<file path="src/design/flb_pkg.sv">
`timescale 1ns / 1ps
`default_nettype none
// ----------------------------------------------------------------------------
// flb_pkg
// Shared constants and the stage data carried down the cell chain.
// ----------------------------------------------------------------------------
package flb_pkg;

  localparam int MASK_BITS  = 128;
  localparam int SLICE_BITS = 8;
  localparam int NUM_CELLS  = MASK_BITS / SLICE_BITS;
  localparam int CNT_W      = 8;
  localparam int ION_W      = 8;
  localparam int SHIFT_W    = $clog2(2 * MASK_BITS) + 1;

  typedef logic [MASK_BITS-1:0] mask_t;
  typedef logic [CNT_W-1:0]     cnt_t;

  // Masks are consumed from the bottom, one slice per cell.
  typedef struct packed {
    mask_t b_mask;
    mask_t y_mask;
    mask_t p_mask;
    cnt_t  b_cnt;
    cnt_t  y_cnt;
    cnt_t  p_cnt;
    cnt_t  b_cur;
    cnt_t  b_best;
    cnt_t  y_cur;
    cnt_t  y_best;
  } acc_t;

endpackage
`default_nettype wire

</file>
<file path="src/design/flb_align.sv">
`timescale 1ns / 1ps
`default_nettype none
// ----------------------------------------------------------------------------
// flb_align
// Front stage: lines the y mask up against the b mask for complementary
// ordinals and registers the masks with cleared accumulators.
// ----------------------------------------------------------------------------
module flb_align (
  input  logic              clk,
  input  logic              rst,
  input  logic              valid_in,
  output logic              ready_in,
  input  logic              ready_next,
  output logic              valid_out,
  input  flb_pkg::mask_t    b_in,
  input  flb_pkg::mask_t    y_in,
  input  logic [flb_pkg::ION_W-1:0] ion_count,
  output flb_pkg::acc_t     acc_out
);
  import flb_pkg::*;

  mask_t                   rev_y;
  logic [SHIFT_W-1:0]      shamt;
  logic [2*MASK_BITS-1:0]  wide;
  acc_t                    acc_next;

  // aligned[i] = y[n-1-i]; a shift of the full width (n = 0) clears everything
  always_comb begin
    for (int i = 0; i < MASK_BITS; i++) begin
      rev_y[i] = y_in[MASK_BITS-1-i];
    end
    shamt = SHIFT_W'(2 * MASK_BITS) - SHIFT_W'(ion_count);
    wide  = {rev_y, {MASK_BITS{1'b0}}} >> shamt;
  end

  always_comb begin
    acc_next        = '0;
    acc_next.b_mask = b_in;
    acc_next.y_mask = y_in;
    acc_next.p_mask = b_in & wide[MASK_BITS-1:0];
  end

  assign ready_in = !valid_out || ready_next;

  always_ff @(posedge clk) begin
    if (rst) begin
      valid_out <= 1'b0;
    end else if (ready_in) begin
      valid_out <= valid_in;
    end
  end

  always_ff @(posedge clk) begin
    if (ready_in && valid_in) begin
      acc_out <= acc_next;
    end
  end

endmodule
`default_nettype wire

</file>
<file path="config.mk">
export PLATFORM = sky130hd
export DESIGN_NAME = flb_align
export DESIGN_NICKNAME = d
export VERILOG_FILES = /design/src/design/flb_pkg.sv /design/src/design/flb_align.sv
export SDC_FILE = /design/constraint.sdc
export NUM_CORES = 1
export LEC_CHECK = 0
export BUFFER_PORTS_ARGS = -buffer_cell sky130_fd_sc_hd__clkbuf_2
export CAP_MARGIN = 0
export CORE_AREA = 3 3 277 279
export CTS_CLUSTER_DIAMETER = 80
export DETAILED_ROUTE_END_ITERATION = 10
export DIE_AREA = 0 0 280 282
export GPL_TIMING_DRIVEN = 0
export SYNTH_ARGS = -nofsm -noshare
export SYNTH_HDL_FRONTEND = slang
export SYNTH_SLANG_ARGS = --single-unit
</file>
<file path="constraint.sdc">
create_clock -name clk -period 25 [get_ports clk]
set_clock_uncertainty 0.1 [all_clocks]
set_input_delay 5 -clock clk [delete_from_list [all_inputs] [get_ports clk]]
set_output_delay 5 -clock clk [all_outputs]
set_load 0.01 [all_outputs]
</file>
==> results.md <==
* FF-to-FF path depth at 5
* Initial antenna violation count at 1
* H-Tree Depth at 2
* Iter 0 DRT Violations at approximately 3900
* Synthesized instance count at 2316
* Drt first pass iters at 9
* Area post-placement at a little over 30000 sq um
* Residual DRC count at 0
* Sequential share of power at a little over a third
* Clk_lat worst skew at approximately 0.57 ns
* Antenna diodes at 0
* Combinational power share at between 30% and 40%
* Critical path launch point type: input pin
* Post-DRT Antenna Nets at 0
* Hold_buf cts at 0
* Crit end category: flop
* Asr flop ratio synth at 0%
* Period utilization at between 40% and 50%
* Resized Gates After CTS at 0
* Num CTS Buffers at 41
* Post-route cell area at 32100 sq um
* Hold Startpoint: valid_out
* Min cycle time layout at between 10 and 15 ns
* Sw power at 0.859 mW
* Core Box Area at 74400 sq um
* Sink of the worst hold path: valid_out
* Post CTS Setup Buffer Count at 0
* Leak at between 10 and 15 nW
* Hold depth at 2
* Failing checks: capacitance limit, slew limit
* VDD IR-drop max at between 40 and 50 uV
* Register clock-pin slew on the reported worst setup and hold paths at 0.06 ns
* Endpoints failing setup at 0
* Data arrival, critical path at roughly 12 ns
* Vias in the first global route at approximately 26000
* Peak Freq at around 0.088 GHz
* Via/cell ratio at 6.61
* Clk buf depth at 3
* Final hold vios at 0
* Via Count at 26900
* Maximum capacitance violations at 3
* CTS tree: yes
* Total Nets Final at 3339
* Prevailing post-synth register cell: edfxtp_1
* WS Path Type: in -> reg
* Layout cells sized above 1 at around a third
* First-pass GRT wire length at 222000 microns
* DRT Wirelength at 168000 microns
* Dpl hpwl at 137000 microns
* Slew Limit Fails at 16
* Sw frac at 38.6%
* Port Buffers at 649
* CP bufs+invs at 8
* Syn_area_per_cell at ~11 sq um
* CP delay by family, top: buffers and inverters
* Clk pwr share at between 20% and 30%
* Sequential area share after synthesis at between 40% and 50%
* Ports at 710
* GRT overflow at 0
* RSZ-0062 raised after global routing: no
* RR Endpoint: acc_out[171]
* Slew Limit Headroom at -4.85%
* Routed len/inst at 41.3 microns
* Fin Setup TNS at 0 ns
* Synthesized area at 26000 sq um
* Starting Density at a little over a third
* Die area at between 70000 and 80000 sq um
* FF-to-FF Start: valid_out
* Run status: finished, violations left
* Int Pwr at between 1 and 1.5 mW
* Most used cell, CP: clkbuf_1
* Synth warnings at 0
* DIE HEIGHT at about 280 microns
* Slowest stage delay, CP at about 0.92 ns
* CTS root buf: clkbuf_16
* Crit-path cells: buf_6, buf_2, buf_4, inv_1, buf_2, ha_1, xnor2_1, clkbuf_1, clkbuf_1, clkbuf_1, a31oi_1, mux2i_1, o22ai_1, a211oi_1, nor2_1
* Yosys reg bits at about 390
* Power Total at ~2.2 mW
* Slew at the pin with the worst max-slew slack at ~1.6 ns
* Largest net degree at the start of global routing at 73
* Gpl congestion at about 1.1
* Die X at around 280 microns
* Crit-path slowest cell: xnor2_1
* Hold Crit Class: reg -> reg
* Layout area overhead at 23.7%
* Flop2flop setup slack at about 22 ns
* Clock sinks at slightly below 400
* Row count at 100
* Critical-path maximum fanout at 10
* Worst endpoint required time at roughly 25 ns
* Tot GR Track Use at 41.1%
* EDFF count, synth at 384
* Yosys cell types at 78
* Power Density at between 60 and 70 nW/um^2
-- synth_stat cells, types with 19 or more instances --
master    number  area [sq um]
edfxtp_1     384         11500
nand2_1      264           991
nor2_1       173           649
mux4_2       163          3670
a21oi_1      123           616
mux2i_1      113          1130
clkbuf_1     112           420
o21ai_0      104           521
nand3_1       75           375
buf_4         71           533
mux2_2        60           676
buf_2         55           275
o22ai_1       47           294
and3_1        44           275
o211ai_1      40           300
nor3_1        36           180
a22oi_1       35           263
a211oi_1      34           255
a221oi_1      34           298
inv_1         33           124
a31oi_1       24           150
a22o_1        22           193
a222oi_1      20           200
and2_1        20           125
o221ai_1      19           166
-- area by class of cell --
| type | instances | area (sq um) |
|---|---|---|
| Sequential cell | 385 | 11600 |
| Buffer | 251 | 1300 |
| Tap cell | 969 | 1210 |
| Inverter | 34 | 128 |
| Clock inverter | 26 | 260 |
| Timing Repair Buffer | 656 | 3410 |
| Clock buffer | 49 | 1060 |
| Multi-Input combinational cell | 1701 | 13200 |
| Fill cell | 7248 | 42300 |
-- cell usage in the layout (no fill, tap or decap), types with 15 or more instances in the layout --
master	instances
o311a_1	15
mux2_2	60
a221oi_1	34
and3_1	44
a31oi_1	24
o21ai_0	104
nor3_1	35
and2_1	19
nand2_1	264
nand3_1	75
clkbuf_1	120
buf_4	72
conb_1	56
a22oi_1	35
mux2i_1	113
a211oi_1	34
a22o_1	22
inv_1	33
o221ai_1	19
mux4_2	163
o211ai_1	40
o22ai_1	47
a222oi_1	20
buf_2	55
clkbuf_2	649
a21oi_1	123
edfxtp_1	384
clkbuf_16	41
nor2_1	173
-- stage by stage --
| step | setup slack (ns) | std cells | hold slack, ns | util, % |
|---|---|---|---|---|
| floorplan | 10.18 | 2371 | 0.493 | - |
| global placement | 6.52 | 3989 | 0.413 | 41.2 |
| detailed placement | 13.40 | 3996 | 0.443 | 41.4 |
| CTS | 13.99 | 4071 | 0.454 | 43.2 |
| global route | 13.79 | 4071 | 0.494 | 43.2 |
| finish | 13.63 | 4071 | 0.455 | 43.2 |
-- metal layers --
| metal | global-route usage (%) | share of wire (%) | wire [microns] | vias to the layer above |
|---|---|---|---|---|
| met2 | 63.9 | 44 | 74500 | 2178 |
| met1 | 50.7 | 37 | 62400 | 13500 |
| li1 | - | - | - | 10700 |
| met4 | 29.0 | 8.6 | 14500 | 2 |
| met3 | 9.61 | 9.8 | 16500 | 552 |
| met5 | 0 | 0.0077 | 13 | - |
-- worst reg2reg max path, delay by kind of cell (launching register included) --
kind	cells	cell delay, ns
flops	1	0.32
simple gates	2	0.84
buf+inv	3	1.19
-- sequential cells by signal, indices dropped and copies added, names as in the netlist --
signal,cells
acc_out,384
valid_out,1
-- power by group through the flow --
stage | sequential, mW | combinational (mW) | clock (mW)
CTS | 0.776 | 0.790 | 0.622
global route | 0.780 | 0.835 | 0.648
floorplan | 0.828 | 0.372 | 0
detailed placement | 0.790 | 0.788 | 0
finish | 0.776 | 0.837 | 0.610
global placement | 0.809 | 0.792 | 0
-- cells by family (layout without fill, tap and decap cells) --
| group | after synthesis | count (layout) | share of synthesized area [%] |
|---|---|---|---|
| buffers and inverters | 285 | 1016 | 5.49 |
| adder cells (fa/ha/maj) | 1 | 1 | 0.0481 |
| multiplexers | 338 | 338 | 21.2 |
| AND/OR/NAND/NOR | 650 | 650 | 11.0 |
| other | 1 | 56 | 0.0144 |
| flip-flops | 385 | 385 | 44.5 |
| XOR/XNOR | 9 | 9 | 0.303 |
| AO/OA/AOI/OAI | 647 | 647 | 17.5 |
-- worst max-delay path by stage --
stage	to	cells after the start	startpoint	slack, ns
after global routing	acc_out[140]	15	ion_count[0]	13.79
after global placement	acc_out[332]	3	ready_next	6.52
after CTS	acc_out[180]	15	ion_count[0]	13.99
final	acc_out[180]	15	ion_count[0]	13.63
after detailed placement	acc_out[140]	15	ion_count[0]	13.40
after floorplan	acc_out[100]	2	ready_next	10.18
No activity file was read; power rests on OpenSTA's default activity.
