`config.mk`:
```
export PLATFORM = sky130hd
export DESIGN_NAME = flb_cell
export DESIGN_NICKNAME = d
export VERILOG_FILES = /design/src/design/flb_pkg.sv /design/src/design/flb_cell.sv
export SDC_FILE = /design/constraint.sdc
export NUM_CORES = 1
export LEC_CHECK = 0
export ABC_AREA = 1
export BUFFER_PORTS_ARGS = -buffer_cell sky130_fd_sc_hd__buf_2
export CAP_MARGIN = 10
export CORE_AREA = 2 2 348 350
export CTS_CLUSTER_SIZE = 8
export DETAILED_ROUTE_END_ITERATION = 6
export DIE_AREA = 0 0 350 352
export PLACE_DENSITY = 0.36
export SETUP_SLACK_MARGIN = 0.15
export SLEW_MARGIN = 40
export SYNTH_ARGS = -nofsm -noshare
export SYNTH_HDL_FRONTEND = slang
export SYNTH_SLANG_ARGS = --single-unit
```
`constraint.sdc`:
```
create_clock -name clk -period 31.3 [get_ports clk]
set_input_delay 1.565 -clock clk [delete_from_list [all_inputs] [get_ports clk]]
set_output_delay 1.565 -clock clk [all_outputs]
set_load 0.02 [all_outputs]
```
`src/design/flb_pkg.sv`:
```
`timescale 1ns / 1ps
`default_nettype none
// ----------------------------------------------------------------------------
// flb_pkg
// Shared constants and the stage data carried down the cell chain.
// ----------------------------------------------------------------------------
package flb_pkg;

  localparam int MASK_BITS  = 128;
  localparam int SLICE_BITS = 8;
  localparam int NUM_CELLS  = MASK_BITS / SLICE_BITS;
  localparam int CNT_W      = 8;
  localparam int ION_W      = 8;
  localparam int SHIFT_W    = $clog2(2 * MASK_BITS) + 1;

  typedef logic [MASK_BITS-1:0] mask_t;
  typedef logic [CNT_W-1:0]     cnt_t;

  // Masks are consumed from the bottom, one slice per cell.
  typedef struct packed {
    mask_t b_mask;
    mask_t y_mask;
    mask_t p_mask;
    cnt_t  b_cnt;
    cnt_t  y_cnt;
    cnt_t  p_cnt;
    cnt_t  b_cur;
    cnt_t  b_best;
    cnt_t  y_cur;
    cnt_t  y_best;
  } acc_t;

endpackage
`default_nettype wire

```
`src/design/flb_cell.sv`:
```
`timescale 1ns / 1ps
`default_nettype none
// ----------------------------------------------------------------------------
// flb_cell
// One cell of the chain: folds the bottom slice of each mask into the
// counts and run trackers, then hands the shifted masks on.
// ----------------------------------------------------------------------------
module flb_cell (
  input  logic          clk,
  input  logic          rst,
  input  logic          valid_in,
  output logic          ready_in,
  input  logic          ready_next,
  output logic          valid_out,
  input  flb_pkg::acc_t acc_in,
  output flb_pkg::acc_t acc_out
);
  import flb_pkg::*;

  acc_t acc_next;

  always_comb begin
    acc_next = acc_in;
    for (int j = 0; j < SLICE_BITS; j++) begin
      acc_next.b_cnt = acc_next.b_cnt + CNT_W'(acc_in.b_mask[j]);
      acc_next.y_cnt = acc_next.y_cnt + CNT_W'(acc_in.y_mask[j]);
      acc_next.p_cnt = acc_next.p_cnt + CNT_W'(acc_in.p_mask[j]);
      // runs carry across slice edges through the cur fields
      if (acc_in.b_mask[j]) begin
        acc_next.b_cur = acc_next.b_cur + CNT_W'(1);
        if (acc_next.b_cur > acc_next.b_best) begin
          acc_next.b_best = acc_next.b_cur;
        end
      end else begin
        acc_next.b_cur = '0;
      end
      if (acc_in.y_mask[j]) begin
        acc_next.y_cur = acc_next.y_cur + CNT_W'(1);
        if (acc_next.y_cur > acc_next.y_best) begin
          acc_next.y_best = acc_next.y_cur;
        end
      end else begin
        acc_next.y_cur = '0;
      end
    end
    acc_next.b_mask = acc_in.b_mask >> SLICE_BITS;
    acc_next.y_mask = acc_in.y_mask >> SLICE_BITS;
    acc_next.p_mask = acc_in.p_mask >> SLICE_BITS;
  end

  assign ready_in = !valid_out || ready_next;

  always_ff @(posedge clk) begin
    if (rst) begin
      valid_out <= 1'b0;
    end else if (ready_in) begin
      valid_out <= valid_in;
    end
  end

  always_ff @(posedge clk) begin
    if (ready_in && valid_in) begin
      acc_out <= acc_next;
    end
  end

endmodule
`default_nettype wire

```
==> run metrics, run 1 <==
Num Clock Sinks=around 420; drt wl/cell=about 24 um; leading cell type by number of instances after synthesis=nand2_1; Fin. Hold Viols=0; Avg Inst Size Synth=between 10 and 15 um^2; Final nets=between 3000 and 4000; CP max stage delay=450 ps; CTS tree=done; routability cong.=about 0.83; Slowest-stage cell, CP=o21ai_0; vias in the first global route=about 17000; Hold Slack=approximately 530 ps; fin crit share=about 40%; post-route ant nets=0; post-DP HPWL=just over 90 mm; required time of the critical path=about 32000 ps; root buf cell=clkbuf_16; Die Wd=approximately 350 um; crit path kind=input pin to flip-flop; HP Class=flip-flop to flip-flop; Total GRT Usage=16.8%; DR iter-0 viols=985; Clock transition at path regs=50 ps; Clock Latency Late Sink=roughly 660 ps; Num CTS Buffers=61; H-Tree Level Count=2; Synth-to-Final Area Change=37.7%; Worst VDD drop=roughly 42 uV; Max Fclk=between 70 and 80 MHz; crit path capture type=flip-flop; Post-synth EDFFs=around 420; Synth Warn #=0; Core Area=approximately 120000 um^2; CTS Hold Bufs=0; final setup violating endpoints=0; die area=approximately 120000 um^2; Top Family by Delay on Critical Path=simple AND/OR/NAND/NOR gates; crit-path most repeated cell=nand2_1; skew final=between 15 and 20 ps; clk buf depth=3; area leader, netlist=edfxtp_1; Initial Utilization=between 10% and 20%; port bufs=about 860; Slew Limit Headroom=between 40% and 50%; max-cap viol count=0; Worst Path Arrival=13260 ps; setup repair after global routing missed its margin=false; IO Pins=between 800 and 900; Yosys top cell area share=between 50% and 60%; setup TNS=0 ps; Routed WL=approximately 110 mm; crit path buf inv count=4; layout cell share with drive strength beyond 1=a little under two fifths; post-synthesis cell count=1987; initial antenna violation count=85; via count=between 15000 and 20000; Max FO, Critical Path=16; Tmin final=12880 ps; synthesized cell area=approximately 21000 um^2; CP Launch Type=input pin; DR DRC count=0; first-pass GRT wire length=~140 mm; status=finished, final reports clean; Worst-Margin Slew=between 700 and 800 ps; setup bufs post-CTS=0; post-synthesis sequential area ratio=about three fifths; Post-synth top cells=nand2_1 (431), edfxtp_1 (416), inv_1 (271), nor2_1 (177), ha_1 (135); pin count of the biggest net entering global routing=94; most common flop cell mapped by yosys=edfxtp_1; synth top area cells=edfxtp_1 (59%), ha_1 (7.9%), nand2_1 (7.6%), inv_1 (4.8%), nor2_1 (3.1%); Die H=352 um; Pre-antenna DRT Iters=5; leak pwr=~14 nW; number of cell rows=127; Seq cells post-synth=roughly 420; power per standard cell area=57.0 nW/um^2; total grt overflow=0; # resized after CTS=0; Yosys cell types=50; DR vias/cell=about 3.8; final max-slew violation count=0; Post-synth ARST share=0%
## tightest hold or removal path, stage by stage (launching register included)
cell and delay, ps:
dfxtp_1 340, nand2_1 90, a21oi_1 60
## cell families (layout without fill, tap and decap cells)
family                   after synthesis  in the layout  synth area share (%)
XOR/XNOR                              58             58                  2.45
flip-flops                           417            417                  58.7
AO/OA/AOI/OAI                        167            167                  4.35
AND/OR/NAND/NOR                      868            868                  18.8
adder cells (fa/ha/maj)              150            150                  9.33
other                                  1             45                0.0176
buffers and inverters                326           1242                  6.42
## layout by cell type (no fill, tap or decap), types with 5 or more instances in the layout
master       n
buf_2      861
nand2_1    431
edfxtp_1   416
inv_1      271
nor2_1     177
ha_1       135
nand3_1    108
o21ai_0     91
clkbuf_16   62
nand2_2     45
a21oi_1     40
xor2_1      40
conb_1      24
diode_2     21
nand2_4     19
nand4_1     17
xnor2_1     16
fa_1        15
inv_2       13
nand3_2     13
a211oi_1    12
nor2_4      12
clkbuf_1    12
nor2_2      11
nor3_1       9
or2_2        9
clkinv_1     7
o21bai_1     6
nor4_1       5
## state kept, by name (all words and copies together) (netlist names)
signal	flops
acc_out	416
valid_out	1
## per-stage QoR
step / setup WS (ps) / util [%] / power, mW / instance area, um^2 / cells
after global routing: 17110 / 24.6 / 1.76 / 29300 / 4539
after global placement: 17570 / 23.1 / 1.07 / 27500 / 4453
after CTS: 18290 / 24.6 / 1.71 / 29300 / 4538
after detailed placement: 17580 / 23.1 / 1.07 / 27600 / 4455
final: 18420 / 24.6 / 1.67 / 29400 / 4559
after floorplan: 8440 / - / 0.941 / 21400 / 2010
## cell type report
class | instances | area [um^2]
Fill cell | 13000 | 90000
Sequential cell | 417 | 12500
Multi-Input combinational cell | 1267 | 7540
Timing Repair Buffer | 869 | 4430
Tap cell | 1612 | 2020
Clock buffer | 74 | 1600
Inverter | 290 | 1090
Clock inverter | 9 | 123
Antenna cell | 21 | 52.6
## layer usage
layer	routed length (um)	vias to the layer above	global-route usage (%)
met4	3670	56	5.37
met2	47600	700	26.4
met5	350	-	0
li1	-	8466	-
met1	44100	8049	19.9
met3	11900	187	8.14
## power breakdown
group          switching [mW]  total, mW  internal, mW
combinational           0.248      0.367         0.119
sequential             0.0135      0.680         0.667
clock                   0.265      0.626         0.361
total                   0.526       1.67          1.15
## worst paths after layout
kind | cells past startpoint | end | slack [ps] | startpoint
worst max-delay path | 69 | acc_out[22] | 18420 | acc_in[24]
worst min-delay path | 2 | valid_out | 530 | valid_out
worst max register to register | 4 | acc_out[248] | 28640 | valid_out
worst min register to register | 2 | valid_out | 530 | valid_out
No activity file was read; power rests on OpenSTA's default activity.
==> run 2: changes to the inputs <==
--- a/config.mk
+++ b/config.mk
@@ -8,11 +8,11 @@
 export ABC_AREA = 1
 export BUFFER_PORTS_ARGS = -buffer_cell sky130_fd_sc_hd__buf_2
 export CAP_MARGIN = 10
-export CORE_AREA = 2 2 348 350
+export CORE_AREA = 2 2 346 348
 export CTS_CLUSTER_SIZE = 8
 export DETAILED_ROUTE_END_ITERATION = 6
-export DIE_AREA = 0 0 350 352
-export PLACE_DENSITY = 0.36
+export DIE_AREA = 0 0 348 350
+export PLACE_DENSITY = 0.37
 export SETUP_SLACK_MARGIN = 0.15
 export SLEW_MARGIN = 40
 export SYNTH_ARGS = -nofsm -noshare
==> constraint.sdc (replaced) <==
create_clock -name clk -period 11.3 [get_ports clk]
set_input_delay 0.565 -clock clk [delete_from_list [all_inputs] [get_ports clk]]
set_output_delay 0.565 -clock clk [all_outputs]
set_load 0.02 [all_outputs]
==> run 2 against run 1 <==
Non-clock buffer count up 298; sequential share of layout area fell by 3.4 points; cell area up 8.7%; global-route usage up 0.32 points; total power grew to 2.9 times the previous value; clock skew up 19 ps; via count increased by 5.5%; wire length increased by 1.4%; critical path type unchanged; critical endpoint is now acc_out[16]; largest cell class unchanged; largest power group unchanged.
==> run metrics, run 2 (same netlist as run 1, synthesis figures left out) <==
status=finished, final reports clean; Clock transition at path regs=around 60 ps; HP Start=acc_in[169]; fillcell total=~13000; port bufs=between 800 and 900; final max-slew violation count=0; pin count of the biggest net entering global routing=~100; vias in the first global route=~18000; CP Launch Type=input pin; layout cell share with drive strength beyond 1=between 40% and 50%; highest-count cells in the layout ignoring fill and taps=buf_2 (861), nand2_1 (427), edfxtp_1 (416); Die H=350 um; Pre-antenna DRT Iters=4; Total GRT Usage=approximately 17%; Num CTS Buffers=a little over 60; DR DRC count=0; Final nets=3803; Hold EP=acc_out[161]; initial antenna violation count=60; Initial Utilization=a little under a fifth; Worst Path Arrival=~11000 ps; leak pwr=approximately 15 nW; Num Clock Sinks=between 400 and 500; Core Area=roughly 120000 um^2; CTS tree=done; Worst R2R Path Depth=4; final setup violating endpoints=0; Clock Latency Late Sink=around 660 ps; Routed WL=109 mm; post-DP HPWL=91.9 mm; CP max stage delay=330 ps; Fin. Hold Viols=0; DR iter-0 viols=approximately 960; worst setup margin=between 1000 and 1500 ps; setup TNS=0 ps; Setup crit start=acc_in[25]; Max Fclk=98.5 MHz; pre-CTS WS=-670 ps; root buf cell=clkbuf_16; Slowest-stage cell, CP=o21ai_1; crit path kind=input pin to flip-flop; post-layout util=27.1%; Worst Hold Path Cells=1; drt wl/cell=roughly 23 um; crit-path most repeated cell=nand2_1; power per standard cell area=152 nW/um^2; IO Pins=~890; most common cell after layout, fill and taps aside=buf_2; via count=~18000; register name with the most flops=acc_out; area of the multi-input gates=7770 um^2; R2R Setup Slk=8470 ps; clk buf depth=3; register area=approximately 13000 um^2; biggest regs=acc_out x416, valid_out x1; Tmin final=a little over 10000 ps; max reg flops=roughly 420; die area=about 120000 um^2; fin crit share=approximately 90%; DR vias/cell=3.86; max-cap viol count=0; Slew Limit Headroom=a little under half; HP Class=input pin to flip-flop; post-route ant nets=0; total grt overflow=0; Die Wd=348 um; Non-Filler Instances=4768; required time of the critical path=~12000 ps; Max FO, Critical Path=14; R2R Path End=acc_out[167]; number of cell rows=126; first-pass GRT wire length=144 mm; setup repair after global routing missed its margin=false; FF-to-FF Start=valid_out; H-Tree Level Count=2; Synth-to-Final Area Change=49.7%; DP Cell Count=~4600; routability cong.=just over 0.8; Worst-Margin Slew=781 ps; Worst VDD drop=around 120 uV; crit path capture type=flip-flop; skew final=between 30 and 40 ps; Hold Slack=about 67 ps
run 2: layout make-up:
| cell class | instances | area share [%] |
|---|---|---|
| diodes | 6 | 0.0470 |
| clock buffers | 70 | 4.89 |
| clock inverters | 10 | 0.560 |
| inverters | 290 | 3.42 |
| multi-input cells | 1272 | 24.4 |
| flip-flops and latches | 417 | 39.2 |
| well taps | 1536 | 6.02 |
| repair buffers | 1167 | 21.5 |
run 2: how the worst max path moves through the flow:
stage          slack (ps)          end  cells past startpoint
2_1_floorplan         390   acc_out[2]                     73
3_3_place_gp         -630  acc_out[16]                     72
3_5_place_dp         -670  acc_out[16]                     72
4_1_cts               160  acc_out[16]                     73
5_1_grt                70  acc_out[16]                     84
6_report             1150  acc_out[16]                     74
run 2: where the power goes:
part / total (mW) / switching [mW] / internal (mW) / leakage, nW
sequential: 1.88 / 0.0339 / 1.85 / 4.04
clock: 1.75 / 0.740 / 1.01 / 0.837
combinational: 1.23 / 0.751 / 0.480 / 10.1
total: 4.86 / 1.53 / 3.34 / 14.9
run 2: timing repair:
item                       CTS  global route
buffers inserted             0            12
hold endpoints to repair    90             0
setup endpoints to repair    1            16
gates resized for setup      1            93
hold buffers                90             0
gates cloned                 0             5
pin swaps                    0            30
run 2: critical path, delay by kind of cell:
family	cells	cell delay, ps
AOI/OAI and AO/OA	15	2280
xor gates and xnor gates	1	210
adders and majority gates	9	2350
buffers and inverters	7	790
and+or+nand+nor	42	4320
run 2: metrics by stage:
step                power, mW  cell area [um^2]
CTS                      4.94             31600
floorplan                2.56             21400
detailed placement       3.11             28900
global placement         3.12             28900
global route             5.14             31900
finish                   4.86             31900
run 2: routing by layer:
metal / part of all wire (%) / GRT usage [%]
met1: 41 / 20.2
met3: 11 / 7.88
met5: 0.22 / 0
met4: 2.9 / 4.97
met2: 46 / 27.7
==> run 3: changes to the inputs <==
==> constraint.sdc (replaced) <==
create_clock -name clk -period 11.3 [get_ports clk]
set_input_delay 2.26 -clock clk [delete_from_list [all_inputs] [get_ports clk]]
set_output_delay 2.26 -clock clk [all_outputs]
set_load 0.02 [all_outputs]
==> run 3 against run 2 <==
The run now ends with setup timing left; clock skew about the same; fmax down 12%; via count is 4.9% higher; cell area is 10% higher; sequential share of layout area shrank 3.7 points; clock power hardly changed; worst hold slack better by 460 ps; wire length about the same; sequential power hardly changed; non-clock buffer count grew 130; count of clock-buffer cells in the layout increased by 4.
==> run metrics, run 3 (same netlist as run 1, synthesis figures left out) <==
failing checks=setup timing; number of cell rows=126; die area=around 120000 um^2; IO Pins=roughly 890; Synth-to-Final Area Change=65.2%; Slowest-stage cell, CP=ha_1; final setup violating endpoints=16; required time of the critical path=11710 ps; Worst path depth=between 70 and 80; Num Clock Sinks=about 420; first-pass GRT wire length=about 150 mm; Tmin final=around 11000 ps; worst setup margin=-177 ps; Worst Path Arrival=around 12000 ps; Worst R2R Path Depth=5; CP Launch Type=input pin; register area=between 10000 and 15000 um^2; max reg flops=~420; final max-slew violation count=0; CP max stage delay=between 300 and 400 ps; skew final=between 30 and 40 ps; DR vias/cell=just under 4; register name with the most flops=acc_out; area of the multi-input gates=roughly 10000 um^2; drt wl/cell=about 22 um; power per standard cell area=approximately 150 nW/um^2; most common cell after layout, fill and taps aside=buf_2; Clock Latency Late Sink=about 660 ps; Worst VDD drop=111 uV; DP Cell Count=between 4000 and 5000; total grt overflow=0; Die Wd=348 um; Initial Utilization=18.1%; Non-Filler Instances=between 4000 and 5000; post-DP HPWL=around 90 mm; crit-path most repeated cell=nand2_4; HP Class=flip-flop to flip-flop; CTS Hold Bufs=0; routability cong.=~0.87; highest-count cells in the layout ignoring fill and taps=buf_2 (854), edfxtp_1 (416), buf_4 (400); Num CTS Buffers=60; fin crit share=102%; CTS tree=done; biggest regs=acc_out x416, valid_out x1; Max Fclk=about 87 MHz; Top Family by Delay on Critical Path=simple AND/OR/NAND/NOR gates; R2R Setup Slk=8610 ps; pin count of the biggest net entering global routing=150; Clock transition at path regs=around 50 ps; DR DRC count=0; Fin. Hold Viols=0; crit path buf inv count=7; vias in the first global route=~19000; Routed WL=about 110 mm; root buf cell=clkbuf_16; clk buf depth=3; Die H=350 um; Core Area=between 100000 and 150000 um^2; post-route ant nets=0; Total GRT Usage=between 15 and 20%; max-cap viol count=0; port bufs=861; Pwr Total=5.26 mW; fillcell total=between 10000 and 15000; Worst-Margin Slew=between 700 and 800 ps; Final nets=~4000; setup repair after global routing missed its margin=true; via count=roughly 19000; Pre-antenna DRT Iters=5; crit path capture type=flip-flop; status=finished, violations left; layout cell share with drive strength beyond 1=~55%; Slew Limit Headroom=between 40% and 50%; DR iter-0 viols=1046; leak pwr=roughly 16 nW; initial antenna violation count=63; H-Tree Level Count=2; Worst Hold Path Cells=2; Max FO, Critical Path=8; crit path kind=input pin to flip-flop
==> run 3: cell types whose count changed in the layout (fill, tap and decap cells not counted), sizes merged, moves of 2 or more <==
| cell | previous run | this run |
|---|---|---|
| clkinvlp | 2 | 0 |
| nand2 | 500 | 507 |
| dlygate4sd3 | 90 | 0 |
| diode | 6 | 13 |
| buf | 1077 | 1297 |
| clkbuf | 70 | 74 |
==> run 3: per-stage QoR <==
step	hold WS, ps	TNS [ps]	area (um^2)	worst slack (ps)	util [%]
CTS	530	-93.2	33900	-27.4	28.8
detailed placement	522	-24540	30000	-1890	25.5
finish	529	-1930	35200	-177	29.9
global route	547	-12190	35200	-828	29.9
floorplan	740	-6940	21700	-461	-
global placement	528	-23260	30000	-1900	25.4
==> run 3: final cells by class <==
type	count	area share, %
inverter	290	3.13
tap	1536	5.45
multi-input combinational	1278	28.5
clock buffer	74	4.53
sequential	417	35.5
antenna	13	0.0923
timing repair buffer	1297	22.4
clock inverter	7	0.373
==> run 3: report_power, final <==
part	leakage, nW	internal, mW	switching (mW)
Sequential	4.04	1.85	0.0358
Clock	0.835	1.02	0.723
Combinational	11.2	0.715	0.917
Total	16.1	3.58	1.68
==> run 3: per-layer routing <==
metal / share of wire [%] / wire [um] / global-route usage [%] / vias to the layer above
li1: - / - / - / 9356
met4: 4.2 / 4600 / 7.01 / 44
met1: 42 / 45500 / 21.0 / 9059
met3: 7.4 / 8090 / 4.91 / 178
met5: 0.28 / 301 / 0 / -
met2: 46 / 50600 / 28.0 / 689
==> run 3: tightest hold or removal path, stage by stage (launching register included) <==
cell,delay [ps]
dfxtp_1,340
nand2_1,90
a21oi_1,60
==> run 3: repair_timing <==
item                       in CTS  in global routing
resized for setup             308                213
setup endpoints to repair      16                 16
cloned                         11                  0
pin swaps                     196                181
buffers inserted              100                 18
==> run 3: final timing paths <==
check / startpoint / end
worst max-delay path: acc_in[24] / acc_out[16]
worst min-delay path: valid_out / valid_out
worst max register to register: valid_out / acc_out[44]
worst min register to register: valid_out / valid_out
